<file path="src/hw/rtl/spdc_fifo.sv">
// ----------------------------------------------------------------------------
// spdc_fifo
// Two-entry queue between the column builder and the pattern matcher.
// ----------------------------------------------------------------------------
`default_nettype none
module spdc_fifo #(
  parameter int unsigned WIDTH = 8
) (
  input  wire logic             clk,
  input  wire logic             rst_n,
  input  wire logic             push,
  input  wire logic [WIDTH-1:0] wdata,
  output logic                  full,
  input  wire logic             pop,
  output logic [WIDTH-1:0]      rdata,
  output logic                  empty
);
  logic [WIDTH-1:0] mem_r [2];
  logic             wptr_r, rptr_r;
  logic [1:0]       cnt_r;

  assign full  = (cnt_r == 2'd2);
  assign empty = (cnt_r == 2'd0);
  assign rdata = mem_r[rptr_r];

  always_ff @(posedge clk) begin
    if (push && !full) mem_r[wptr_r] <= wdata;
  end

  always_ff @(posedge clk) begin
    if (!rst_n) begin
      wptr_r <= 1'b0;
      rptr_r <= 1'b0;
      cnt_r  <= 2'd0;
    end else begin
      if (push && !full) wptr_r <= ~wptr_r;
      if (pop && !empty) rptr_r <= ~rptr_r;
      cnt_r <= cnt_r + {1'b0, (push && !full)} - {1'b0, (pop && !empty)};
    end
  end
endmodule
`default_nettype wire

</file>
<file path="config.mk">
export PLATFORM = sky130hd
export DESIGN_NAME = spdc_fifo
export DESIGN_NICKNAME = d
export VERILOG_FILES = /design/src/hw/rtl/spdc_fifo.sv
export SDC_FILE = /design/constraint.sdc
export NUM_CORES = 1
export LEC_CHECK = 0
export ABC_AREA = 0
export BUFFER_PORTS_ARGS = -buffer_cell sky130_fd_sc_hd__buf_2
export CAP_MARGIN = 20
export CORE_MARGIN = 1
export CORE_UTILIZATION = 45
export DETAILED_ROUTE_END_ITERATION = 10
export PLACE_DENSITY_LB_ADDON = 0.3
export SYNTH_ARGS = -nofsm -noshare
export SYNTH_HDL_FRONTEND = slang
export SYNTH_SLANG_ARGS = --single-unit
export TNS_END_PERCENT = 20
</file>
<file path="constraint.sdc">
create_clock -name clk -period 4.4 [get_ports clk]
set_input_delay 0.44 -clock clk [delete_from_list [all_inputs] [get_ports clk]]
set_output_delay 0.44 -clock clk [all_outputs]
set_load 0.01 [all_outputs]
</file>
==> impl_metrics.env <==
export IMPL_status="finished clean"
export IMPL_finalMaxSlewViolations=0
export IMPL_syn_to_final_growth_pct=19.3
export IMPL_postCtsSetupBuffers=0
export IMPL_critPathArrivalTime_ns=1.37
export IMPL_synth_ff_type="edfxtp_1"
export IMPL_cts_tree="built"
export IMPL_antenna_cells=0
export IMPL_async_reset_ff_frac=0
export IMPL_syn_cell_area_um2=812
export IMPL_grt_pass1_wl_mm=1.77
export IMPL_setup_worst_path_start_class="flip-flop"
export IMPL_wl_per_cell_um=11.1
export IMPL_drtPass1Iterations=2
export IMPL_coreArea_mm2=0.00159
export IMPL_worst_pin_slew_ns=0.671
export IMPL_maxCapViolCount=0
export IMPL_antenna_found_initial=0
export IMPL_irDropWorstVdd_mv=0.294
export IMPL_synth_most_common_cell="edfxtp_1"
export IMPL_rsz0062_at_grt="false"
export IMPL_first_iter_violations=4
export IMPL_boundaryPins=22
export IMPL_skew_ns=0.00518
export IMPL_drt_wl_total_mm=1.09
export IMPL_htreeDepth=1
export IMPL_num_rows=14
export IMPL_min_period_ns=1.81
export IMPL_synth_enable_flop_cells=16
export IMPL_drive_gt1_frac=0.446
export IMPL_netlist_top_cells_area="edfxtp_1, dfxtp_1, mux2_2, xnor2_1, ha_1"
export IMPL_synthDominantAreaCellType="edfxtp_1"
export IMPL_crit_path_end_kind="output pin"
export IMPL_clkTransAtPathRegs_ns=0.11
export IMPL_cts_buffer_depth=2
export IMPL_tns_ns=0
export IMPL_worstSkewPairLatency_ns=0.29
export IMPL_critical_path_required_ns=3.96
export IMPL_grt_max_degree=12
export IMPL_total_power_w=0.000512
export IMPL_ys_top_cells_by_count="edfxtp_1, mux2_2, dfxtp_1"
export IMPL_setup_violations=0
export IMPL_final_fill_count=138
export IMPL_p_leak_nw=0.392
export IMPL_finalNetCount=89
export IMPL_yosysSeqAreaShare=0.715
export IMPL_globalplace_congestion=0.745
export IMPL_whs_path_depth=1
export IMPL_synth_seq_cells=21
export IMPL_grt_pass1_vias=432
export IMPL_slew_headroom=0.551
export IMPL_ys_warnings_count=0
export IMPL_p_per_area_mw_per_mm2=529
export IMPL_via_per_inst=4.61
export IMPL_num_vias=452
export IMPL_die_area_mm2=0.00198
export IMPL_register_area_um2=581
export IMPL_avgSynthCellArea_um2=16.2
export IMPL_cts_root_buf="clkbuf_4"
export IMPL_crit_type="flip-flop to output pin"
export IMPL_drcViolationCount=0
export IMPL_fin_area_um2=968
export IMPL_hold_buffers=0
export IMPL_post_cts_resized=0
export IMPL_grtUsageTotal=0.131
export IMPL_post_synth_num_cell_types=15
export IMPL_ant_nets=0
export IMPL_holdWs_ns=0.327
export IMPL_syn_inst=50
export IMPL_fin_crit_sh=0.411
export IMPL_die_h_um=44.5
export IMPL_port_buffers=21
export IMPL_min_path_type="input port to flip-flop"
export IMPL_synth_top_area_frac=0.592
export IMPL_initial_core_util=0.509
export IMPL_grt_overflow=0
export IMPL_path_max_fanout=8
export IMPL_reg2reg_depth=8
export IMPL_finalHoldViolCount=0
export IMPL_place_area_um2=942
export IMPL_max_freq_mhz=553
export IMPL_cts_sinks=21
export IMPL_numCtsBuffers=3
export IMPL_die_w_um=44.5
export IMPL_syn_nets=64
export IMPL_hpwl_um=796
export IMPL_multi_input_area_um2=219
## cell usage in the layout, fill, tap and decap left out
cell type / netlist / layout
mux2_2: 8 / 8
nand2_1: 2 / 2
clkbuf_1: 0 / 1
mux2i_1: 1 / 1
nor2_1: 2 / 2
nand2b_1: 2 / 2
edfxtp_1: 16 / 16
xnor2_1: 3 / 3
o21a_2: 1 / 1
clkbuf_4: 0 / 3
dfxtp_1: 5 / 5
and3_1: 1 / 1
nor2b_1: 2 / 2
inv_1: 2 / 2
and2_1: 2 / 2
buf_2: 1 / 21
ha_1: 2 / 2
## per-layer routing
layer | vias up | GRT usage | part of all wire
met5 | - | 0 | 0
met1 | 212 | 0.132 | 0.41
met4 | 0 | 0.0727 | 0.0083
met3 | 2 | 0.0490 | 0.052
li1 | 225 | - | -
met2 | 13 | 0.232 | 0.53
## power breakdown
group          leakage, nW  switching (W)  internal, W
Combinational        0.186      0.0000690    0.0000795
Clock               0.0150      0.0000522    0.0000352
Sequential           0.191      0.0000237     0.000252
## worst max-delay path, stage by stage, from the launching register on
cell and delay (ns):
dfxtp_1 0.56, mux2_2 0.38, buf_2 0.14
## stage by stage
step,instances,worst slack [ns],utilization
after global routing,98,2.52,0.608
final,98,2.59,0.608
after global placement,94,2.76,0.591
after floorplan,50,2.86,-
after CTS,98,2.55,0.608
after detailed placement,94,2.72,0.591
## layout make-up
type                    instances  area share
well taps                      24      0.0310
flip-flops and latches         21       0.599
clock buffers                   4      0.0271
repair buffers                 21       0.109
multi-input cells              26       0.226
inverters                       2     0.00775
## final timing paths
check | start | to | slack (ns)
setup / recovery | flip-flop | rdata[1] | 2.59
hold / removal | wdata[5] | mem_r[0][5]$_DFFE_PP_ | 0.33
setup reg to reg | cnt_r[0]$_SDFF_PN0_ | cnt_r[1]$_SDFF_PN0_ | 2.72
hold reg to reg | wptr_r$_SDFFE_PN0P_ | wptr_r$_SDFFE_PN0P_ | 0.51
## state kept, by name (all words and copies together), names as in the netlist, named ones only
signal and flops:
cnt_r 2, mem_r 16, rptr_r 1, wptr_r 1
## logic make-up (layout without fill, tap and decap cells)
group	Yosys count	count (layout)	synth area share
AOI/OAI and AO/OA	1	1	0.0108
xor gates and xnor gates	3	3	0.0324
adders and majority gates	2	2	0.0308
buffers and inverters	3	27	0.0154
DFF	21	21	0.715
muxes	9	9	0.123
and+or+nand+nor	11	11	0.0724
Note: power is estimated with default switching activity, not from simulation.
