[src/hw/rtl/spdc_pkg.sv]
// ----------------------------------------------------------------------------
// spdc_pkg
// Shared constants for the site pattern dedup counter.
// ----------------------------------------------------------------------------
`default_nettype none
package spdc_pkg;
  localparam int unsigned MAX_TAXA_DEF     = 16;
  localparam int unsigned MAX_PATTERNS_DEF = 256;
  localparam int unsigned COUNT_BITS_DEF   = 16;

  localparam logic [3:0] CODE_GAP     = 4'd4;
  localparam logic [3:0] CODE_UNKNOWN = 4'd15;

  localparam logic [1:0] ST_EXCLUDED = 2'd0;
  localparam logic [1:0] ST_NEW      = 2'd1;
  localparam logic [1:0] ST_REPEAT   = 2'd2;
  localparam logic [1:0] ST_FULL     = 2'd3;

  localparam int unsigned CFG_AW = 3;
  localparam logic [CFG_AW-1:0] ADDR_GAP_MODE = 3'd0;
  localparam logic [CFG_AW-1:0] ADDR_NUM_TAXA = 3'd4;

  localparam logic [4:0] NUM_TAXA_RST = 5'd4;
endpackage
`default_nettype wire

[src/hw/rtl/spdc_front.sv]
// ----------------------------------------------------------------------------
// spdc_front
// Collects codes into a column, grades eligibility, queues complete columns.
// ----------------------------------------------------------------------------
`default_nettype none
module spdc_front
  import spdc_pkg::*;
#(
  parameter int unsigned MAX_TAXA = MAX_TAXA_DEF
) (
  input  wire logic                    clk,
  input  wire logic                    rst_n,
  input  wire logic                    gap_mode,
  input  wire logic [4:0]              num_taxa,
  input  wire logic                    in_valid,
  output logic                         in_ready,
  input  wire logic [3:0]              code,
  input  wire logic                    first,
  input  wire logic                    q_full,
  output logic                         q_push,
  output logic [MAX_TAXA*5+1:0]        q_wdata
);
  localparam int unsigned POS_W  = $clog2(MAX_TAXA + 1);
  localparam int unsigned TW     = (POS_W > 5) ? POS_W : 5;
  localparam int unsigned PIDX_W = (MAX_TAXA > 1) ? $clog2(MAX_TAXA) : 1;

  logic [3:0]       col_r [MAX_TAXA];
  logic [POS_W-1:0] pos_r, pos;
  logic             has_gap_r, all_gap_r, pend_clr_r;
  logic             has_gap, all_gap, done, elig, acc;
  logic [TW-1:0]    taxa, nt_w, pos_w, pos_inc;
  logic [MAX_TAXA*4-1:0] col_word;
  logic [MAX_TAXA-1:0]   mask_word;  // codes that take part in the match

  assign in_ready = !q_full;
  assign acc      = in_valid && in_ready;

  always_comb begin
    nt_w = TW'(num_taxa);
    if (nt_w == '0)                 taxa = TW'(1);
    else if (nt_w > TW'(MAX_TAXA))  taxa = TW'(MAX_TAXA);
    else                            taxa = nt_w;
    pos     = first ? '0 : pos_r;
    if (TW'(pos) >= TW'(MAX_TAXA)) pos = '0;
    has_gap = (first ? 1'b0 : has_gap_r) || code == CODE_GAP || code == CODE_UNKNOWN;
    all_gap = (first ? 1'b1 : all_gap_r) && code == CODE_GAP;
    pos_w   = TW'(pos);
    pos_inc = pos_w + TW'(1);
    done    = (pos_inc >= taxa);
    elig    = gap_mode ? !all_gap : !has_gap;
    for (int i = 0; i < MAX_TAXA; i++) begin
      mask_word[i] = (TW'(i) < taxa);
      if (TW'(i) >= taxa)      col_word[i*4 +: 4] = 4'd0;
      else if (TW'(i) == pos_w) col_word[i*4 +: 4] = code;
      else                     col_word[i*4 +: 4] = col_r[i];
    end
  end

  assign q_push  = acc && done;
  assign q_wdata = {pend_clr_r || first, elig, mask_word, col_word};

  always_ff @(posedge clk) begin
    if (acc) col_r[PIDX_W'(pos)] <= code;
  end

  always_ff @(posedge clk) begin
    if (!rst_n) begin
      pos_r      <= '0;
      has_gap_r  <= 1'b0;
      all_gap_r  <= 1'b1;
      pend_clr_r <= 1'b0;
    end else if (acc) begin
      if (done) begin
        pos_r      <= '0;
        has_gap_r  <= 1'b0;
        all_gap_r  <= 1'b1;
        pend_clr_r <= 1'b0;
      end else begin
        pos_r      <= POS_W'(pos_inc);
        has_gap_r  <= has_gap;
        all_gap_r  <= all_gap;
        pend_clr_r <= pend_clr_r || first;
      end
    end
  end
endmodule
`default_nettype wire

[config.mk]
export PLATFORM = sky130hd
export DESIGN_NAME = spdc_front
export DESIGN_NICKNAME = d
export VERILOG_FILES = /design/src/hw/rtl/spdc_pkg.sv /design/src/hw/rtl/spdc_front.sv
export SDC_FILE = /design/constraint.sdc
export NUM_CORES = 1
export LEC_CHECK = 0
export ABC_AREA = 1
export ABC_CLOCK_PERIOD_IN_PS = 5200
export BUFFER_PORTS_ARGS = -buffer_cell sky130_fd_sc_hd__buf_2
export CAP_MARGIN = 20
export CORE_MARGIN = 2
export CORE_UTILIZATION = 50
export CTS_BUF_LIST = sky130_fd_sc_hd__clkbuf_4 sky130_fd_sc_hd__clkbuf_8 sky130_fd_sc_hd__clkbuf_16
export DETAILED_ROUTE_END_ITERATION = 10
export PLACE_DENSITY_LB_ADDON = 0.15
export SLEW_MARGIN = 0
export SYNTH_ARGS = -nofsm -noshare
export SYNTH_HDL_FRONTEND = slang
export SYNTH_SLANG_ARGS = --single-unit
[constraint.sdc]
create_clock -name clk -period 5.2 [get_ports clk]
set_input_delay 0.26 -clock clk [delete_from_list [all_inputs] [get_ports clk]]
set_output_delay 0.26 -clock clk [all_outputs]
set_load 0.1 [all_outputs]
==> results.md, run 1 <==
* Hold_buf cts at 0
* Fin crit period at 3.39 ns
* Fin crit share at 65.3%
* Port buffer count at 97
* Hold crit path type: input pin to flop
* # DRC at 0
* TritonCTS Sinks at 72
* Via count at 3349
* CTS Root Cell: clkbuf_8
* Initial core utilization at 51.1%
* Vias per cell at 5.19
* Pre-Repair DR Iteration Count at 5
* Status: finished clean
* Die Ht at 92.4 microns
* Post-cts sizing count at 0
* Row cnt at 32
* Post-synthesis register bit count at 72
* Slew margin rel. at 37.6%
* # IOs at 99
* Total number of H-tree levels at 3
* Slew Limit Fails at 0
* Tot Pwr at 1.50 mW
* Final hold vios at 0
* Cells after Synth at 442
* Final WL at 9.87 mm
* Fillers at 670
* Per-cell routed wire length at 15.3 microns
* Maxcap violations at 0
* LEAKAGE at 2.03 nW
* Final Skew at 0.00646 ns
* Worst path arrival time at 3.13 ns
* Total track usage at 24.2%
* Final RePlAce weighted congestion at 0.918
* Initial DRC Count at 181
* CP max FO at 8
* Most frequent CP cell: inv_1
* Max clock buf depth at 2
* DPL Wire Length at 6.81 mm
* Final setup viols at 0
* Average size of a mapped cell at 8.83 sq um
* Cell area after synthesis at 3900 sq um
* CP required at 4.94 ns
* Unrepaired setup endpoints after global routing: no
* WS Path Type: flop to primary output
* CTS buffer count at 9
* Crit path cell chain: nor2_2 -> nand2_1 -> inv_1 -> ha_1 -> inv_1 -> nor2_1 -> ha_1 -> inv_1 -> ha_1 -> nand2_1 -> inv_1 -> nand2_2 -> nand2_4 -> nand2_2 -> inv_1 -> buf_2
* Antenna Nets Post-Route at 0
* Layout Nets at 563
* Synth Flop Type: edfxtp_1
* Unique cell type count in the Yosys netlist at 32
* Post-synth ARST share at 0%
* Worst Tran Pin Value at 0.933 ns
* Slowest-stage cell, CP: dfxtp_1
* EDFF count, synth at 64
* Register area share after synthesis at 53.3%
* First-pass GRT wire length at 15.9 mm
* CP max stage delay at 0.47 ns
* Vias in the first global route at 3223
* Clock Pin Slew Worst Setup and Hold Paths at 0.07 ns
* Share of cells above drive strength 1 at 28.7%
* Initial antenna violation count at 0
* CTS tree: yes
* Worst Setup End Kind: primary output
* CP Launch Type: flop
* Ys Warns at 0
* ANT cells at 0
* Placeable Area at 7650 sq um
* Clk_lat worst skew at 0.35 ns
* Remaining Overflow, GRT at 0
* Die ar. at 8530 sq um
* Max VDD drop at 0.000164 V
* Power Dens Cells at 321 nW/um^2
* Die width at 92.4 microns
* Largest net degree at the start of global routing at 28
* Area delta synth->final at 19.6%
* Setup TNS at 0 ns
* Fmax at 0.295 GHz
* Setup repair bufs after CTS at 0
-- metal layers --
metal  share of wire (%)  vias to the layer above  global-route usage (%)
li1                    -                     1665                       -
met3                 7.3                       17                    5.45
met4                 1.9                        0                    9.08
met2                  48                      129                    39.6
met5                   0                        -                       0
met1                  43                     1538                    31.7
-- final cells by class --
type | count | area [sq um] | area share (%)
Tap cell | 102 | 128 | 2.73
Inverter | 59 | 226 | 4.85
Timing Repair Buffer | 97 | 485 | 10.4
Clock inverter | 6 | 85.1 | 1.82
Sequential cell | 72 | 2080 | 44.6
Clock buffer | 9 | 124 | 2.65
Multi-Input combinational cell | 300 | 1540 | 33.0
-- cell usage after synthesis (5+ instances only) --
cell / instances / area, sq um
nand2_1: 81 / 304
a21oi_1: 64 / 320
edfxtp_1: 64 / 1920
nor2_1: 64 / 240
inv_1: 45 / 169
o21ai_0: 22 / 110
nand2_2: 13 / 81.3
ha_1: 9 / 113
dfxtp_1: 8 / 160
inv_2: 8 / 30.0
a21oi_2: 7 / 61.3
nand3_1: 6 / 30.0
a211oi_1: 5 / 37.5
buf_2: 5 / 25.0
clkbuf_1: 5 / 18.8
-- worst max-delay path, delay by kind of cell (launching register included) --
kind,cells,cell delay [ns]
adder cells (fa/ha/maj),3,0.86
flip-flops,1,0.47
AND/OR/NAND/NOR,7,0.62
buffers and inverters,6,0.85
-- power by group --
part	leakage, nW	internal (mW)	total [mW]	switching (mW)
Clock	0.103	0.266	0.473	0.208
Combinational	1.29	0.0522	0.388	0.336
Sequential	0.642	0.635	0.639	0.00421
-- cells in the final DEF (no fill, tap or decap), types with 3 or more instances in the layout --
cell type / n
o21ai_0: 22
edfxtp_1: 64
buf_2: 97
nor2_2: 4
o211ai_1: 4
nand2_1: 81
inv_2: 8
nor2_1: 64
nand2_2: 13
dfxtp_1: 8
clkinv_1: 5
a211oi_1: 5
nand3_1: 6
clkbuf_8: 9
nor2_4: 4
ha_1: 9
nand4_1: 3
a21oi_1: 64
inv_1: 45
a21oi_2: 7
-- worst paths after layout --
path / from / endpoint / slack (ns) / depth (start not counted)
setup / recovery: pos_r[4]$_SDFFE_PN0P_ / q_push / 1.81 / 16
setup reg to reg: pos_r[4]$_SDFFE_PN0P_ / all_gap_r$_SDFFE_PN1P_ / 2.68 / 14
hold reg to reg: pend_clr_r$_SDFFE_PN0P_ / pend_clr_r$_SDFFE_PN0P_ / 0.57 / 2
hold / removal: rst_n / all_gap_r$_SDFFE_PN1P_ / 0.23 / 4
-- per-stage QoR --
step           cells  area (sq um)  hold WS [ns]  util (%)  worst slack [ns]
2_1_floorplan    443          3910         0.359         -             0.230
3_3_place_gp     630          4460         0.551      58.4              2.29
3_5_place_dp     630          4460         0.551      58.4              2.20
4_1_cts          645          4670         0.223      61.1              1.79
5_1_grt          645          4670         0.238      61.1              1.59
6_report         645          4670         0.233      61.1              1.81
-- cell families after synthesis --
family / synth area share, %
and+or+nand+nor: 20.8
AOI/OAI and AO/OA: 15.4
DFF: 53.3
buffers and inverters: 7.31
other: 0.0960
adders and majority gates: 2.88
xor gates and xnor gates: 0.224
-- flip-flops by register name, indices dropped and copies added (netlist names) --
signal and flops:
all_gap_r 1, has_gap_r 1, pend_clr_r 1, col_r 64, pos_r 5
(Power assumes the default switching activity.)
==> run 2, diff against run 1 <==
ABC_CLOCK_PERIOD_IN_PS = 2880   (was 5200)
CORE_UTILIZATION = 48   (was 50)
clock period = 2.88 ns   (was 5.2 ns; I/O delays follow)
==> run 2 against run 1 <==
  * Design area grew 7.8%
  * Register-to-register slack got worse by 2.0 ns
  * Clock skew increased by 0.0029 ns
  * Combinational power grew 93%
  * Utilization rose by 3.4 points
  * Highest routed layer unchanged
  * Wire length rose by 3.4%
  * Clock power is 75% higher
  * Critical path depth is the same
  * Sequential share of layout area shrank 3.2 points
  * Global-route usage grew 0.10 points
==> results.md, run 2 (same netlist as run 1, synthesis figures left out) <==
* CTS buffer count at 9
* Initial DRC Count at 227
* Fin crit share at 95.0%
* Clk pwr share at 30.3%
* Remaining Overflow, GRT at 0
* # DRC at 0
* DPL Wire Length at 7.37 mm
* Setup TNS at 0 ns
* Combinational Power Share at 27.4%
* # IOs at 99
* Worst slack, placed at 0.190 ns
* Final Skew at 0.00933 ns
* CTS tree: yes
* Hold_buf cts at 0
* Largest net degree at the start of global routing at 26
* Max VDD drop at 0.000350 V
* Via count at 3396
* Antenna Nets Post-Route at 0
* Final WL at 10.2 mm
* First-pass GRT wire length at 16.3 mm
* Final setup viols at 0
* Vias in the first global route at 3351
* Total number of H-tree levels at 3
* Total track usage at 24.3%
* CP Launch Type: flop
* Initial antenna violation count at 0
* Psw at 1.02 mW
* Status: finished clean
* Per-cell routed wire length at 15.6 microns
* LEAKAGE at 2.10 nW
* WS Path Type: flop to primary output
* Int Pwr at 1.71 mW
* Placeable Area at 7810 sq um
* Switching share of power at 37.2%
* Final RePlAce weighted congestion at 0.860
* Worst path arrival time at 2.59 ns
* Final hold vios at 0
* CTS Root Cell: clkbuf_8
* Tot Pwr at 2.73 mW
* Port buffer count at 97
* CP required at 2.74 ns
* Area delta synth->final at 29.0%
* Slew margin rel. at 41.6%
* Placed cells at 637
* Max clock buf depth at 2
* Row cnt at 32
* Power Dens Cells at 542 nW/um^2
* TritonCTS Sinks at 72
* ANT cells at 0
* Vias per cell at 5.19
* Share of cells above drive strength 1 at 40.8%
* Max reg flops at 64
* Initial core utilization at 50.0%
* Clk_lat worst skew at 0.34 ns
* Worst Setup End Kind: primary output
* Die ar. at 8870 sq um
* Worst setup margin at 0.145 ns
* CP max FO at 8
* Most common cell after layout, fill and taps aside: buf_2
* Cell Count, Final, Fillers Out at 654
* Die Ht at 94.2 microns
* Worst Tran Pin Value at 0.871 ns
* R2R setup slack at 0.73 ns
* Die width at 94.2 microns
* Most frequent cells in the layout: buf_2 (96), nand2_1 (79), edfxtp_1 (64)
* Fin crit period at 2.74 ns
* Fmax at 0.366 GHz
* Reg power frac at 42.3%
* Util after Layout at 64.5%
* Layout Nets at 571
* Top flop regs: col_r x64, pos_r x5
* Pre-Repair DR Iteration Count at 5
* Largest Register: col_r
* Slew Limit Fails at 0
* Hold crit path type: input pin to flop
* Maxcap violations at 0
* Unrepaired setup endpoints after global routing: no
* Clock Pin Slew Worst Setup and Hold Paths at 0.08 ns
-- run 2: cell count changes in the layout (fill, tap and decap cells not counted), moves of 3 or more --
cell	before	now
a21oi_1	64	24
a21oi_2	7	42
a21oi_4	0	5
buf_4	0	8
inv_1	45	42
inv_2	8	11
nor2_1	64	56
nor2_2	4	7
nor2_4	4	9
o21ai_0	22	17
o21ai_1	1	5
-- run 2: final timing paths --
kind | from | depth (start not counted) | end
setup / recovery | pos_r[2]$_SDFFE_PN0P_ | 16 | q_push
hold reg to reg | pend_clr_r$_SDFFE_PN0P_ | 2 | pend_clr_r$_SDFFE_PN0P_
setup reg to reg | pos_r[2]$_SDFFE_PN0P_ | 15 | all_gap_r$_SDFFE_PN1P_
hold / removal | rst_n | 3 | pos_r[4]$_SDFFE_PN0P_
-- run 2: power by group through the flow --
stage	registers [mW]	clock network, mW	logic (mW)
floorplan	1.18	0	0.608
global placement	1.18	0	0.735
detailed placement	1.18	0	0.741
CTS	1.15	0.842	0.743
global route	1.16	0.885	0.781
finish	1.15	0.827	0.748
-- run 2: critical path, stage by stage, from the launching register on --
cell and delay, ns:
dfxtp_1 0.40, nand2_2 0.11, nor2_8 0.20, inv_4 0.07, nor2_4 0.14, inv_2 0.08, nor2_1 0.09, ha_1 0.25
inv_1 0.06, ha_1 0.22, nand2_1 0.07, inv_1 0.05, nand2_2 0.06, nand2_4 0.10, nand2_2 0.08, inv_1 0.09
buf_12 0.17
-- run 2: routing by layer --
layer  part of all wire [%]  vias up  track usage [%]
met2                     47      143             39.0
met5                      0        -                0
li1                       -     1679                -
met4                    2.0        0             9.42
met3                    7.7       19             4.57
met1                     43     1555             32.8
-- run 2: cell type report --
type                    instances  area [sq um]
fillers                       662          2770
flip-flops and latches         72          2090
multi-input cells             300          1820
repair buffers                105           561
inverters                      59           226
clock buffers                  13           195
well taps                     102           128
clock inverters                 3          18.8
-- run 2: repair_timing --
| item | in CTS | in global routing |
|---|---|---|
| gates resized for setup | 4 | 8 |
| pin swaps | 0 | 1 |
| buffers inserted | 0 | 1 |
| setup endpoints to repair | 5 | 5 |
-- run 2: metrics by stage --
stage | hold WS (ns) | area, sq um
6_report | 0.105 | 5040
5_1_grt | 0.113 | 5040
4_1_cts | 0.0973 | 5000
3_5_place_dp | 0.474 | 4780
3_3_place_gp | 0.467 | 4780
2_1_floorplan | 0.243 | 4160
==> run 3, diff against run 2 <==
GPL_ROUTABILITY_DRIVEN = 0   (was unset)
PLACE_DENSITY = 0.79   (was unset)
PLACE_DENSITY_LB_ADDON = unset   (was 0.15)
==> run 3 against run 2 <==
  * Via count is 4.2% higher
  * Combinational power is 2.8% higher
  * Register-to-register slack worse by 0.12 ns
  * Clock skew hardly changed
  * Design area is 2.2% higher
  * Fmax is 0.56% lower
  * Wire length is 4.3% higher
  * Critical endpoint unchanged
  * First-iteration DRC count is 15% lower
  * Highest routed layer unchanged
==> results.md, run 3 (same netlist as run 1, synthesis figures left out) <==
* Status: finished clean
* Reg2Reg Capture Point: pos_r[3]$_SDFFE_PN0P_
* Max reg flops at 64
* Most frequent CP cell: nand2_2
* Area delta synth->final at 31.8%
* Maxcap violations at 0
* Initial core utilization at 50.0%
* Die width at 94.2 microns
* Final hold vios at 0
* Max clock buf depth at 2
* Final WL at 10.6 mm
* Hold crit path type: input pin to flop
* Util after Layout at 65.9%
* Largest net degree at the start of global routing at 26
* Clk pwr share at 33.2%
* Min-Delay Endpoint: pos_r[4]$_SDFFE_PN0P_
* Vias per cell at 5.36
* Switching share of power at 35.4%
* Initial DRC Count at 193
* Per-cell routed wire length at 16.1 microns
* Worst Tran Pin Value at 0.856 ns
* Fmax at 0.364 GHz
* Worst Setup End Kind: primary output
* LEAKAGE at 2.17 nW
* ANT cells at 0
* Met1 usage at 34.5%
* TritonCTS Sinks at 72
* Antenna Nets Post-Route at 0
* CTS buffer count at 9
* Fin crit share at 95.5%
* Die ar. at 8870 sq um
* Clk_lat worst skew at 0.35 ns
* First-pass GRT wire length at 16.9 mm
* Most frequent cells in the layout: buf_2 (95), nand2_1 (79), edfxtp_1 (64)
* Fillers at 635
* Top flop regs: col_r x64, pos_r x5
* Combinational Power Share at 26.7%
* Unrepaired setup endpoints after global routing: no
* CP required at 2.74 ns
* Final Skew at 0.00889 ns
* R2R setup slack at 0.61 ns
* Most common cell after layout, fill and taps aside: buf_2
* CP max stage delay at 0.38 ns
* Crit-path leading delay family: simple AND/OR/NAND/NOR gates
* Share of cells above drive strength 1 at 41.5%
* Met2 Track Usage GR at 40.5%
* Int Pwr at 1.86 mW
* CTS tree: yes
* Met3 Use GR at 4.01%
* # DRC at 0
* CP Launch Type: flop
* Worst path arrival time at 2.61 ns
* Fin crit period at 2.75 ns
* CTS Root Cell: clkbuf_8
* Hold depth at 3
* WS Path Type: flop to primary output
* Largest Register: col_r
* Remaining Overflow, GRT at 0
* Worst Reg2Reg Path Length in Cells at 14
* Tot Pwr at 2.88 mW
* Slowest-stage cell, CP: dfxtp_4
* Vias in the first global route at 3299
* DPL Wire Length at 7.49 mm
* Placeable Area at 7810 sq um
* Initial antenna violation count at 0
* Final setup viols at 0
* Psw at 1.02 mW
* Die Ht at 94.2 microns
* # IOs at 99
* Via count at 3540
* RR Startpoint: pos_r[4]$_SDFFE_PN0P_
* Pre-Repair DR Iteration Count at 5
* Hold_buf cts at 0
* Total stage count of the critical path at 15
* Total track usage at 25.2%
* Reg power frac at 40.1%
* Total number of H-tree levels at 3
* Slew Limit Fails at 0
* Port buffer count at 97
* Layout Nets at 578
* CP max FO at 6
* Gr busiest metal: met2
* Hold wc startpoint: rst_n
* Buf/Inv on CP at 3
* Clock Pin Slew Worst Setup and Hold Paths at 0.08 ns
* Slew margin rel. at 42.6%
* Power Dens Cells at 560 nW/um^2
* Crit path cell chain: nor2_4 -> nand2_2 -> inv_2 -> ha_4 -> xor2_2 -> ha_1 -> nand2_1 -> a21oi_1 -> a211oi_2 -> nand2_1 -> nand2_2 -> nand2_4 -> nand2_2 -> inv_1 -> buf_12
* Row cnt at 32
* Max VDD drop at 0.000446 V
run 3: power groups by stage:
stage,registers (mW),clock network [mW],logic [mW]
6_report,1.16,0.958,0.769
3_5_place_dp,1.18,0,0.739
5_1_grt,1.16,1.02,0.802
3_3_place_gp,1.18,0,0.733
4_1_cts,1.16,0.970,0.747
2_1_floorplan,1.18,0,0.608
run 3: cell type report:
| cell class | instances | area (sq um) | area share [%] |
|---|---|---|---|
| well taps | 102 | 128 | 2.48 |
| clock buffers | 15 | 256 | 4.98 |
| clock inverters | 1 | 5.00 | 0.0972 |
| repair buffers | 112 | 616 | 12.0 |
| multi-input cells | 300 | 1830 | 35.5 |
| inverters | 59 | 229 | 4.45 |
| flip-flops and latches | 72 | 2090 | 40.5 |
run 3: worst max path at each step:
stage,startpoint,slack (ns),end
floorplan,pos_r[4]$_SDFFE_PN0P_,-0.68,q_wdata[12]
global placement,pos_r[4]$_SDFFE_PN0P_,0.30,q_push
detailed placement,pos_r[4]$_SDFFE_PN0P_,0.25,q_push
CTS,pos_r[4]$_SDFFE_PN0P_,0.009,q_push
global route,pos_r[4]$_SDFFE_PN0P_,0.02,q_push
finish,pos_r[4]$_SDFFE_PN0P_,0.13,q_push
run 3: tightest hold or removal path, delay by kind of cell:
family	cells	cell delay, ns
AOI/OAI and AO/OA	2	0.15
buffers and inverters	1	0.13
run 3: through the flow:
step / worst slack (ns) / hold WS, ns / std cells / TNS, ns / instance area [sq um]
after detailed placement: 0.247 / 0.475 / 636 / 0 / 4770
final: 0.129 / 0.104 / 661 / 0 / 5150
after floorplan: -0.685 / 0.243 / 443 / -3.29 / 4160
after global routing: 0.0170 / 0.0976 / 661 / 0 / 5150
after CTS: 0.00851 / 0.104 / 653 / 0 / 5050
after global placement: 0.304 / 0.469 / 636 / 0 / 4770
run 3: what timing repair did:
| action | CTS | global route |
|---|---|---|
| pin swaps | 0 | 6 |
| setup endpoints to repair | 5 | 5 |
| gates resized for setup | 6 | 9 |
| hold endpoints to repair | 0 | 0 |
| buffers inserted | 1 | 8 |
run 3: per-layer routing:
| metal | part of all wire, % | routed length, microns | vias to the layer above |
|---|---|---|---|
| li1 | - | - | 1686 |
| met1 | 44 | 4640 | 1675 |
| met2 | 47 | 5050 | 160 |
| met3 | 7.5 | 802 | 19 |
| met4 | 1.5 | 158 | 0 |
| met5 | 0 | 0 | - |
